==> src/hw/rtl/playfair_digraph_encrypt_unit_macros.svh <==
// Assertion macros for the Playfair digraph encryption unit.
// Included by the top level; needs clk and rst in the including scope.
`ifndef PLAYFAIR_DIGRAPH_ENCRYPT_UNIT_MACROS_SVH
`define PLAYFAIR_DIGRAPH_ENCRYPT_UNIT_MACROS_SVH

// Condition in the same cycle implies a consequence in the same cycle.
`define PFE_ASSERT_SAME(label, cond, cons, msg) \
  label: assert property (@(posedge clk) disable iff (rst) (cond) |-> (cons)) \
    else $error(msg);

// Condition in this cycle implies a consequence in the next cycle.
`define PFE_ASSERT_NEXT(label, cond, cons, msg) \
  label: assert property (@(posedge clk) disable iff (rst) (cond) |=> (cons)) \
    else $error(msg);

`endif

==> src/hw/rtl/pfe_pkg.sv <==
// Shared types, constants and helpers for the Playfair digraph encryption unit.
// No dependencies.
package pfe_pkg;

  localparam int DIM    = 5;
  localparam int CODE_W = 5;
  localparam int ROW_W  = DIM * CODE_W;
  localparam int IDX_W  = 3;

  typedef logic [CODE_W-1:0] code_t;
  typedef logic [IDX_W-1:0]  idx_t;
  typedef logic [ROW_W-1:0]  row_t;

  // Square as cells: [row][column]
  typedef code_t [DIM-1:0][DIM-1:0] square_t;

  localparam code_t CODE_I = code_t'(8);
  localparam code_t CODE_J = code_t'(9);

  // Register indexes on the configuration port
  localparam idx_t REG_ROW_0 = idx_t'(0);

  localparam row_t ROW_RESET [DIM] = '{
    row_t'(4294688), row_t'(10755269), row_t'(16201099),
    row_t'(21613104), row_t'(27025109)
  };

  // Position of a letter in the square
  typedef struct packed {
    logic found;
    idx_t row;
    idx_t col;
  } loc_t;

  // Step one place on, wrapping at the square edge
  function automatic idx_t wrap_inc(idx_t i);
    wrap_inc = (i == idx_t'(DIM - 1)) ? '0 : i + idx_t'(1);
  endfunction

endpackage

==> src/hw/rtl/playfair_digraph_encrypt_unit.sv <==
// Playfair digraph encryption unit: an accepted pair goes to the input register and then
// to the result register. Throughput one letter pair per cycle; the two-stage pipeline
// advances whenever the result register is empty or being taken, so a pair is accepted
// every clock unless both stages are full and the result is not taken. Synchronous
// active-high reset empties both stages and loads the default square (A..Z without J in
// row order). Depends on pfe_pkg, pfe_locate, pfe_cipher_select and the macros header.
`include "playfair_digraph_encrypt_unit_macros.svh"

module playfair_digraph_encrypt_unit import pfe_pkg::*; (
  input  logic  clk,
  input  logic  rst,
  // configuration write port
  input  logic  cfg_write,
  input  idx_t  cfg_index,
  input  row_t  cfg_data,
  // letter pair in
  input  logic  in_valid,
  output logic  in_ready,
  input  code_t first_letter,
  input  code_t second_letter,
  // cipher pair out
  output logic  out_valid,
  input  logic  out_ready,
  output code_t first_cipher,
  output code_t second_cipher,
  output logic  not_found
);

  // Key square row registers
  row_t square_row [DIM];

  always_ff @(posedge clk) begin
    if (rst) begin
      for (int r = 0; r < DIM; r++) begin
        square_row[r] <= ROW_RESET[r];
      end
    end else if (cfg_write) begin
      // Drop writes to indexes past the last row
      for (int r = 0; r < DIM; r++) begin
        if (cfg_index == REG_ROW_0 + idx_t'(r)) begin
          square_row[r] <= cfg_data;
        end
      end
    end
  end

  // Unpack rows into cells, column 0 in the low bits
  square_t square;

  always_comb begin
    for (int r = 0; r < DIM; r++) begin
      for (int c = 0; c < DIM; c++) begin
        square[r][c] = square_row[r][c*CODE_W +: CODE_W];
      end
    end
  end

  // Stage 1: input register
  logic  stage_valid;
  code_t stage_a;
  code_t stage_b;
  logic  out_free;
  logic  stage_move;

  // Result register can load when empty or when its contents transfer now
  assign out_free   = !out_valid || out_ready;
  assign stage_move = stage_valid && out_free;
  assign in_ready   = !stage_valid || out_free;

  always_ff @(posedge clk) begin
    if (rst) begin
      stage_valid <= 1'b0;
    end else if (in_ready) begin
      stage_valid <= in_valid;
    end
    // Hold the pair until the next transfer
    if (in_valid && in_ready) begin
      stage_a <= first_letter;
      stage_b <= second_letter;
    end
  end

  // Locate both letters and pick the cipher letters
  loc_t  loc_a;
  loc_t  loc_b;
  code_t cipher_a;
  code_t cipher_b;
  logic  missing;

  pfe_locate u_locate_a (
    .square (square),
    .letter (stage_a),
    .loc    (loc_a)
  );

  pfe_locate u_locate_b (
    .square (square),
    .letter (stage_b),
    .loc    (loc_b)
  );

  pfe_cipher_select u_select (
    .square   (square),
    .loc_a    (loc_a),
    .loc_b    (loc_b),
    .cipher_a (cipher_a),
    .cipher_b (cipher_b),
    .missing  (missing)
  );

  // Stage 2: result register
  always_ff @(posedge clk) begin
    if (rst) begin
      out_valid <= 1'b0;
    end else if (out_free) begin
      out_valid <= stage_valid;
    end
    if (stage_move) begin
      first_cipher  <= cipher_a;
      second_cipher <= cipher_b;
      not_found     <= missing;
    end
  end

  // Checks
  `PFE_ASSERT_SAME(a_missing_zero, out_valid && not_found,
    first_cipher == '0 && second_cipher == '0, "absent letter with non-zero cipher")
  `PFE_ASSERT_NEXT(a_in_to_stage, in_valid && in_ready, stage_valid,
    "accepted pair not held in input register")
  `PFE_ASSERT_NEXT(a_stage_to_out, stage_move, out_valid,
    "advanced pair not shown as result")
  `PFE_ASSERT_SAME(a_stall_full, !in_ready,
    stage_valid && out_valid && !out_ready, "input stalled while pipeline not full")

endmodule

==> src/hw/rtl/pfe_locate.sv <==
// Finds one letter in the key square, first match in row-major order.
// Depends on pfe_pkg.
module pfe_locate import pfe_pkg::*; (
  input  square_t square,
  input  code_t   letter,
  output loc_t    loc
);

  code_t key;

  // J shares a cell with I
  assign key = (letter == CODE_J) ? CODE_I : letter;

  // Scan from the last cell back so the earliest match overrides
  always_comb begin
    loc = '0;
    for (int r = DIM - 1; r >= 0; r--) begin
      for (int c = DIM - 1; c >= 0; c--) begin
        if (square[r][c] == key) begin
          loc.found = 1'b1;
          loc.row   = idx_t'(r);
          loc.col   = idx_t'(c);
        end
      end
    end
  end

endmodule

==> src/hw/rtl/pfe_cipher_select.sv <==
// Applies the same-row, same-column and rectangle rules to two located letters.
// Depends on pfe_pkg.
module pfe_cipher_select import pfe_pkg::*; (
  input  square_t square,
  input  loc_t    loc_a,
  input  loc_t    loc_b,
  output code_t   cipher_a,
  output code_t   cipher_b,
  output logic    missing
);

  idx_t ra, ca, rb, cb;

  always_comb begin
    ra = loc_a.row;
    ca = loc_a.col;
    rb = loc_b.row;
    cb = loc_b.col;
    if (loc_a.row == loc_b.row) begin
      ca = wrap_inc(loc_a.col);
      cb = wrap_inc(loc_b.col);
    end else if (loc_a.col == loc_b.col) begin
      ra = wrap_inc(loc_a.row);
      rb = wrap_inc(loc_b.row);
    end else begin
      ca = loc_b.col;
      cb = loc_a.col;
    end
  end

  assign missing  = !(loc_a.found && loc_b.found);
  assign cipher_a = missing ? '0 : square[ra][ca];
  assign cipher_b = missing ? '0 : square[rb][cb];

endmodule

==> config.mk <==
export PLATFORM = sky130hd
export DESIGN_NAME = playfair_digraph_encrypt_unit
export DESIGN_NICKNAME = d
export VERILOG_FILES = /design/src/hw/rtl/pfe_pkg.sv /design/src/hw/rtl/playfair_digraph_encrypt_unit.sv /design/src/hw/rtl/pfe_locate.sv /design/src/hw/rtl/pfe_cipher_select.sv
export VERILOG_INCLUDE_DIRS = /design/src /design/src/hw/rtl
export SDC_FILE = /design/constraint.sdc
export NUM_CORES = 1
export LEC_CHECK = 0
export ABC_AREA = 1
export BUFFER_PORTS_ARGS = -buffer_cell sky130_fd_sc_hd__buf_2
export CORE_AREA = 2 2 153 155
export DETAILED_ROUTE_END_ITERATION = 8
export DIE_AREA = 0 0 155 157
export MAX_ROUTING_LAYER = met4
export PLACE_DENSITY = 0.77
export SLEW_MARGIN = 30
export SYNTH_ARGS = -nofsm -noshare
export SYNTH_HDL_FRONTEND = slang
export SYNTH_SLANG_ARGS = --single-unit
==> constraint.sdc <==
create_clock -name clk -period 4.2 [get_ports clk]
set_clock_uncertainty 0.15 [all_clocks]
set_input_delay 0.21 -clock clk [delete_from_list [all_inputs] [get_ports clk]]
set_output_delay 0.21 -clock clk [all_outputs]
set_load 0.01 [all_outputs]
Word-level counts from Yosys, hierarchy flattened
Memory sizes are Yosys's and may differ from the RTL's. Index checks and enable logic that the tools add are counted.

Add/sub/neg operators: 4. Order comparisons: 4. Eq/ne operators: 62. Mux-type cells: 99. Bitwise gates (word level): 5. Reductions and logical operators: 9.

Operator list (count): $mux W7 (50); $eq A5 B5 Y1 (50); $mux W25 (7); $bmux W25 S3 (2); $mux W3 (12); $bmux W5 S3 (2); $mux W1 (22); $mux W5 (4); $lt A3 B4 Y1 const B (4); $eq A3 B3 Y1 const B (5); $add A3 B1 Y3 const B (4); $eq A5 B4 Y1 const B (2); $eq A3 B2 Y1 const B (2); $eq A3 B3 Y1 (2); $or A1 B1 Y1 (5); $eq A3 B1 Y1 const B (1); $logic_and A1 B1 Y1 (3); $logic_not A1 Y1 (3); $logic_not A3 Y1 (1); $logic_or A1 B1 Y1 (2).

Register bits after elaboration: 23. RAM bits: 125. Memories kept: 1.

Memory list: square_row (words 5, bits a word 25, rd ports 5, clocked after Yosys merged registers in 0, wr ports 5, RTL line playfair_digraph_encrypt_unit.sv:30) `row_t square_row [DIM];`.

Depth between registers and ports, before layout
Word-level depth: 36. Mapped depth: 43. Mapped depth without buffers: 40.

Modules after synthesis
From an unflattened synthesis, not the netlist that was laid out.

Cell total of the unflattened synthesis: 1628. Area total of the unflattened synthesis: 12484.5 um^2.

By module, submodules not included: playfair_digraph_encrypt_unit (instances 1, cells an instance 258, area each 4904.7 um^2); pfe_locate (instances 2, cells an instance 316, area each 1994.4 um^2); pfe_cipher_select (instances 1, cells an instance 738, area each 3590.9 um^2).

Worst setup path after synthesis
OpenSTA, ideal clock, no wires.

Kind: reg2reg. From: register stage_b[3]. To: register second_cipher[2], data pin. Data arrival time: 3439 ps. Required time: 3780 ps. Slack: 341 ps. Cell stages (with the launch flop): 34. Buffers on the path: 2. Clock period less this slack: 3859 ps. Cells stage by stage: edfxtp_1 buf_6 inv_2 nor2_4 nand2_4 nand2_4 inv_2 nor2_1 or2_1 nand3_2 nand2_2 nor2_4 nand2_2 nor2_2 nand2_1 nor2_4 inv_2 nand2_1 nand3_2 nor2_4 inv_4 nand3_4 nor2_8 nand3_4 nand2_2 nand2_4 buf_2 nand2_1 nand3_1 nand3_1 nand3_1 nand2_1 nand3_1 a21oi_1.

Word-level cells in the longest chain between the ends: 36. Elaborated cells on any way between the ends: 69. Classes of those cells: add/sub (2); eq/ne (30); mux (36); reduce/logical (1).

RTL lines: start, declared (RTL line playfair_digraph_encrypt_unit.sv:61) `code_t stage_b;`; start signal, assigned (RTL line playfair_digraph_encrypt_unit.sv:79) `stage_b <= second_letter;`; $eq A5 B4 Y1 (RTL line pfe_locate.sv:12) `assign key = (letter == CODE_J) ? CODE_I : letter;`; $mux W5 (*) (RTL line pfe_locate.sv:12); $eq A5 B5 Y1 (RTL line pfe_locate.sv:19) `if (square[r][c] == key) begin`; $mux W7 (24 in series) (RTL line pfe_locate.sv:19); $mux W7 (*) (RTL line pfe_locate.sv:19); $add A3 B1 Y3 or $eq A3 B3 Y1 (tied branches) (RTL line pfe_pkg.sv:37) `wrap_inc = (i == idx_t'(DIM - 1)) ? '0 : i + idx_t'(1);`; $mux W3 (RTL line pfe_pkg.sv:37); $mux W3 (RTL line pfe_cipher_select.sv:22) `end else if (loc_a.col == loc_b.col) begin`; $mux W3 (RTL line pfe_cipher_select.sv:19) `if (loc_a.row == loc_b.row) begin`; $bmux W25 S3 (RTL line pfe_cipher_select.sv:33) `assign cipher_b = missing ? '0 : square[rb][cb];`; $mux W25 (not written as such) (RTL line pfe_cipher_select.sv:33); $bmux W5 S3 (RTL line pfe_cipher_select.sv:33); $mux W5 (not written as such) (RTL line pfe_cipher_select.sv:33); end signal, assigned (RTL line playfair_digraph_encrypt_unit.sv:120) `second_cipher <= cipher_b;`; end, declared (RTL line playfair_digraph_encrypt_unit.sv:25) `output code_t second_cipher,`.

Every way passes the cells marked *; elsewhere a longest branch is shown, timed or not. The select of a mux whose other input is x is not followed. A chain may end at the register's enable or synchronous reset.

Worst setup path after layout
From: register stage_b[2]. To: register second_cipher[0], data pin.

Same word-level chain as after synthesis.

==> out/metrics.cfg <==
[outcome]
outcome = finished with violations
violations = negative setup slack

[worst_setup_path]
r2r_slack_ns = -0.47
crit_path_end_kind = register
cp_max_fo = 10
critPathKind = register to register
slowest_stage = edfxtp_1
worstReg2RegEnd = second_cipher[0]
cp.required_ns = 4.24
cp.arrival_ns = 4.71
critPathMaxStageDelay_ns = 0.45
crit_family = simple AND/OR/NAND/NOR gates
cpMostUsedCell = nand3_2
r2r-start = stage_b[2]
crit_path_start_kind = register
crit_buf_inv = 10
ff2ff_path_depth = 33
critPathLaunch = stage_b[2]

[timing]
fin_setup_tns_ns = -4.34
worst_pin_slew_ns = 0.943
max_slew_margin_pct = 37.1
fin_crit_sh_pct = 111
setup_violations = 10
rsz0062_at_grt = yes
setup_slack_ns = -0.471
finalHoldViolCount = 0
min_period_ns = 4.67
max_clock_freq_mhz = 214
maxSlewViolCount = 0

[yosys]
ys_ff_latch = 148
synth.net_count = 1718
synth-warning-count = 0
yosysTopAreaCell = edfxtp_1
yosysTopAreaCellShare_pct = 35.7
syn_inst = 1667
synth_cell_types = 47
synthTopCellsByArea = edfxtp_1 (36%), nand2_1 (13%), nand3_1 (11%)
synth_area_sq_um = 12300
syn_area_per_cell_sq_um = 7.36
ys_seq_area_share_pct = 36.0

[clock_tree]
clock_path_buffers = 2
clk_pin_slew_ns = 0.07
cts_htree_levels = 4
cts_buffers = 17
clock-sinks = 148
clk-insertion-delay-late_ns = 0.44
ctsRootBufferMaster = clkbuf_16
cts_tree = built

[final_layout]
finalNetCount = 2113
fin_util_pct = 80.6
drive_gt1_share_pct = 35.1
multi_input_area_sq_um = 7930
diodes = 0
nFillCells = 1481
seq_area_sq_um = 4420
area.growth.synth_to_final_pct = 47.8

[placed_design]
dp_hpwl_mm = 39.5
portBuffers = 55
dpl_worst_slack_ns = -0.526
place.gp.congestion = 1.12

[worst_hold_path]
hp-start = cfg_data[23]
whs_endpoint = square_row[0][123]
min_path_type = input port to register
hold_depth = 3

[floorplanning]
pin_count = 56
start_util_pct = 54.6
fp-row-count = 55
die_area_sq_um = 24300
die_h_um = 157
die_w_um = 155
design.core.area_sq_um = 22500

[global_routing]
grt_pass1_vias = 13700
antenna_found_initial = 0
grt-ovfl-total = 0
grt_pass1_wl_mm = 82.4
grt_max_degree = 27
grtUsageTotal_pct = 47.6

[route]
drt_pass1_iterations = 6
drtAntennaViolNets = 0
wl_per_cell_um = 24.9
wl_mm = 58.9
drt_iter0_markers = 2346
vias_per_cell = 6.22
post-route-drc-count = 0
vias = 14700

[job]
drv_cap = 0

[power_and_ir_drop]
power_leakage_nw = 8.43
p_per_area_nw_per_um2 = 715
ir_drop_mv = 0.449
power.total_w = 0.0130

-- worst register-to-register path, delay by kind of cell (launching register included) --
kind            cells  cell delay (ns)
simple gates       19             1.93
buf+inv            10             1.39
flops               1             0.45
compound gates      3             0.33
xor+xnor            1             0.16
-- power breakdown --
group / internal, W / total (W) / switching (W)
clock network: 0.000835 / 0.00156 / 0.000726
registers: 0.00180 / 0.00197 / 0.000169
logic: 0.00379 / 0.00944 / 0.00565
-- placed cells by master, fill, tap and decap left out, types with 11 or more instances in the layout --
master / Yosys / routed
a21oi_1: 40 / 29
a21oi_2: 2 / 13
buf_12: 0 / 28
buf_2: 33 / 55
buf_4: 23 / 285
buf_6: 13 / 37
clkbuf_16: 0 / 19
dlygate4sd3_1: 0 / 38
edfxtp_1: 146 / 146
inv_1: 169 / 162
inv_2: 10 / 12
nand2_1: 419 / 383
nand2_2: 9 / 34
nand2_4: 7 / 13
nand3_1: 261 / 155
nand3_2: 5 / 85
nand3_4: 2 / 28
nand4_1: 15 / 15
nor2_1: 160 / 140
nor2_2: 6 / 22
nor4_1: 21 / 13
o211ai_1: 16 / 16
o21ai_0: 22 / 11
o21ai_1: 24 / 23
o22ai_1: 19 / 17
xnor2_1: 41 / 39
xor2_1: 122 / 119
-- worst max-delay path by stage --
stage                  endpoint  slack [ns]  depth (start not counted)
3_5_place_dp   second_cipher[2]       -0.53                         31
4_1_cts         first_cipher[0]       -0.24                         33
6_report       second_cipher[0]       -0.47                         33
5_1_grt        second_cipher[0]       -0.62                         41
2_1_floorplan  second_cipher[2]        0.34                         33
3_3_place_gp   second_cipher[2]       -0.42                         31
-- sequential cells by signal, summed over array words and instances, names as in the netlist --
register,flops
not_found,1
stage_valid,1
out_valid,1
square_row,125
second_cipher,5
first_cipher,5
stage_a,5
stage_b,5
-- synthesized netlist by cell type, drive strengths merged --
| master | count |
|---|---|
| nand2 | 435 |
| nand3 | 268 |
| inv | 180 |
| nor2 | 173 |
| edfxtp | 146 |
| xor2 | 122 |
| buf | 70 |
| o21ai | 48 |
| a21oi | 42 |
| xnor2 | 41 |
| nor4 | 21 |
| o22ai | 19 |
| nand4 | 17 |
| o211ai | 16 |
| clkbuf | 15 |
| a221oi | 12 |
| ha | 8 |
| nor3 | 8 |
| or2 | 6 |
| a31oi | 3 |
| clkinv | 3 |
| o221a | 3 |
| o41ai | 3 |
| dfxtp | 2 |
| a22oi | 1 |
| nand3b | 1 |
| o2111ai | 1 |
| o21bai | 1 |
| o221ai | 1 |
| o32ai | 1 |
-- cell families (layout without fill, tap and decap cells) --
family                     Yosys count  in the layout  synth area share (%)
DFF                                148            148                  36.0
and+or+nand+nor                    929            930                  33.9
buffers and inverters              268            675                  10.0
xor gates and xnor gates           163            163                  11.6
AOI/OAI and AO/OA                  151            151                  7.57
adders and majority gates            8              8                 0.815
-- what timing repair did --
item | in CTS | in global routing
setup buffers | 35 | 14
endpoints found under the hold margin | 73 | 0
endpoints found under the setup margin | 10 | 10
hold buffers | 38 | 0
pin swaps | 63 | 104
cloned | 9 | 5
gates resized for setup | 145 | 206
-- stage by stage --
stage	cell area, sq um	hold WS (ns)	cells
after floorplan	12300	0.129	1667
after global placement	15000	0.237	2228
after detailed placement	15000	0.239	2228
after CTS	17100	0.00203	2342
after global routing	18100	0.0204	2360
final	18100	0.0119	2360
-- metal layers --
layer | vias to the layer above | global-route usage [%] | routed length [um]
met2 | 1205 | 71.1 | 25400
met3 | 316 | 15.1 | 8610
met1 | 6846 | 56.8 | 20500
li1 | 6322 | - | -
met4 | 0 | 27.7 | 4320
met5 | - | - | 0
-- final cells by class --
cell class	instances	area share (%)
clock inverters	14	0.779
clock buffers	18	2.37
multi-input cells	1252	43.7
flip-flops and latches	148	24.4
repair buffers	460	22.9
inverters	183	3.91
well taps	285	1.97
Power figures use the tool's default switching activity.
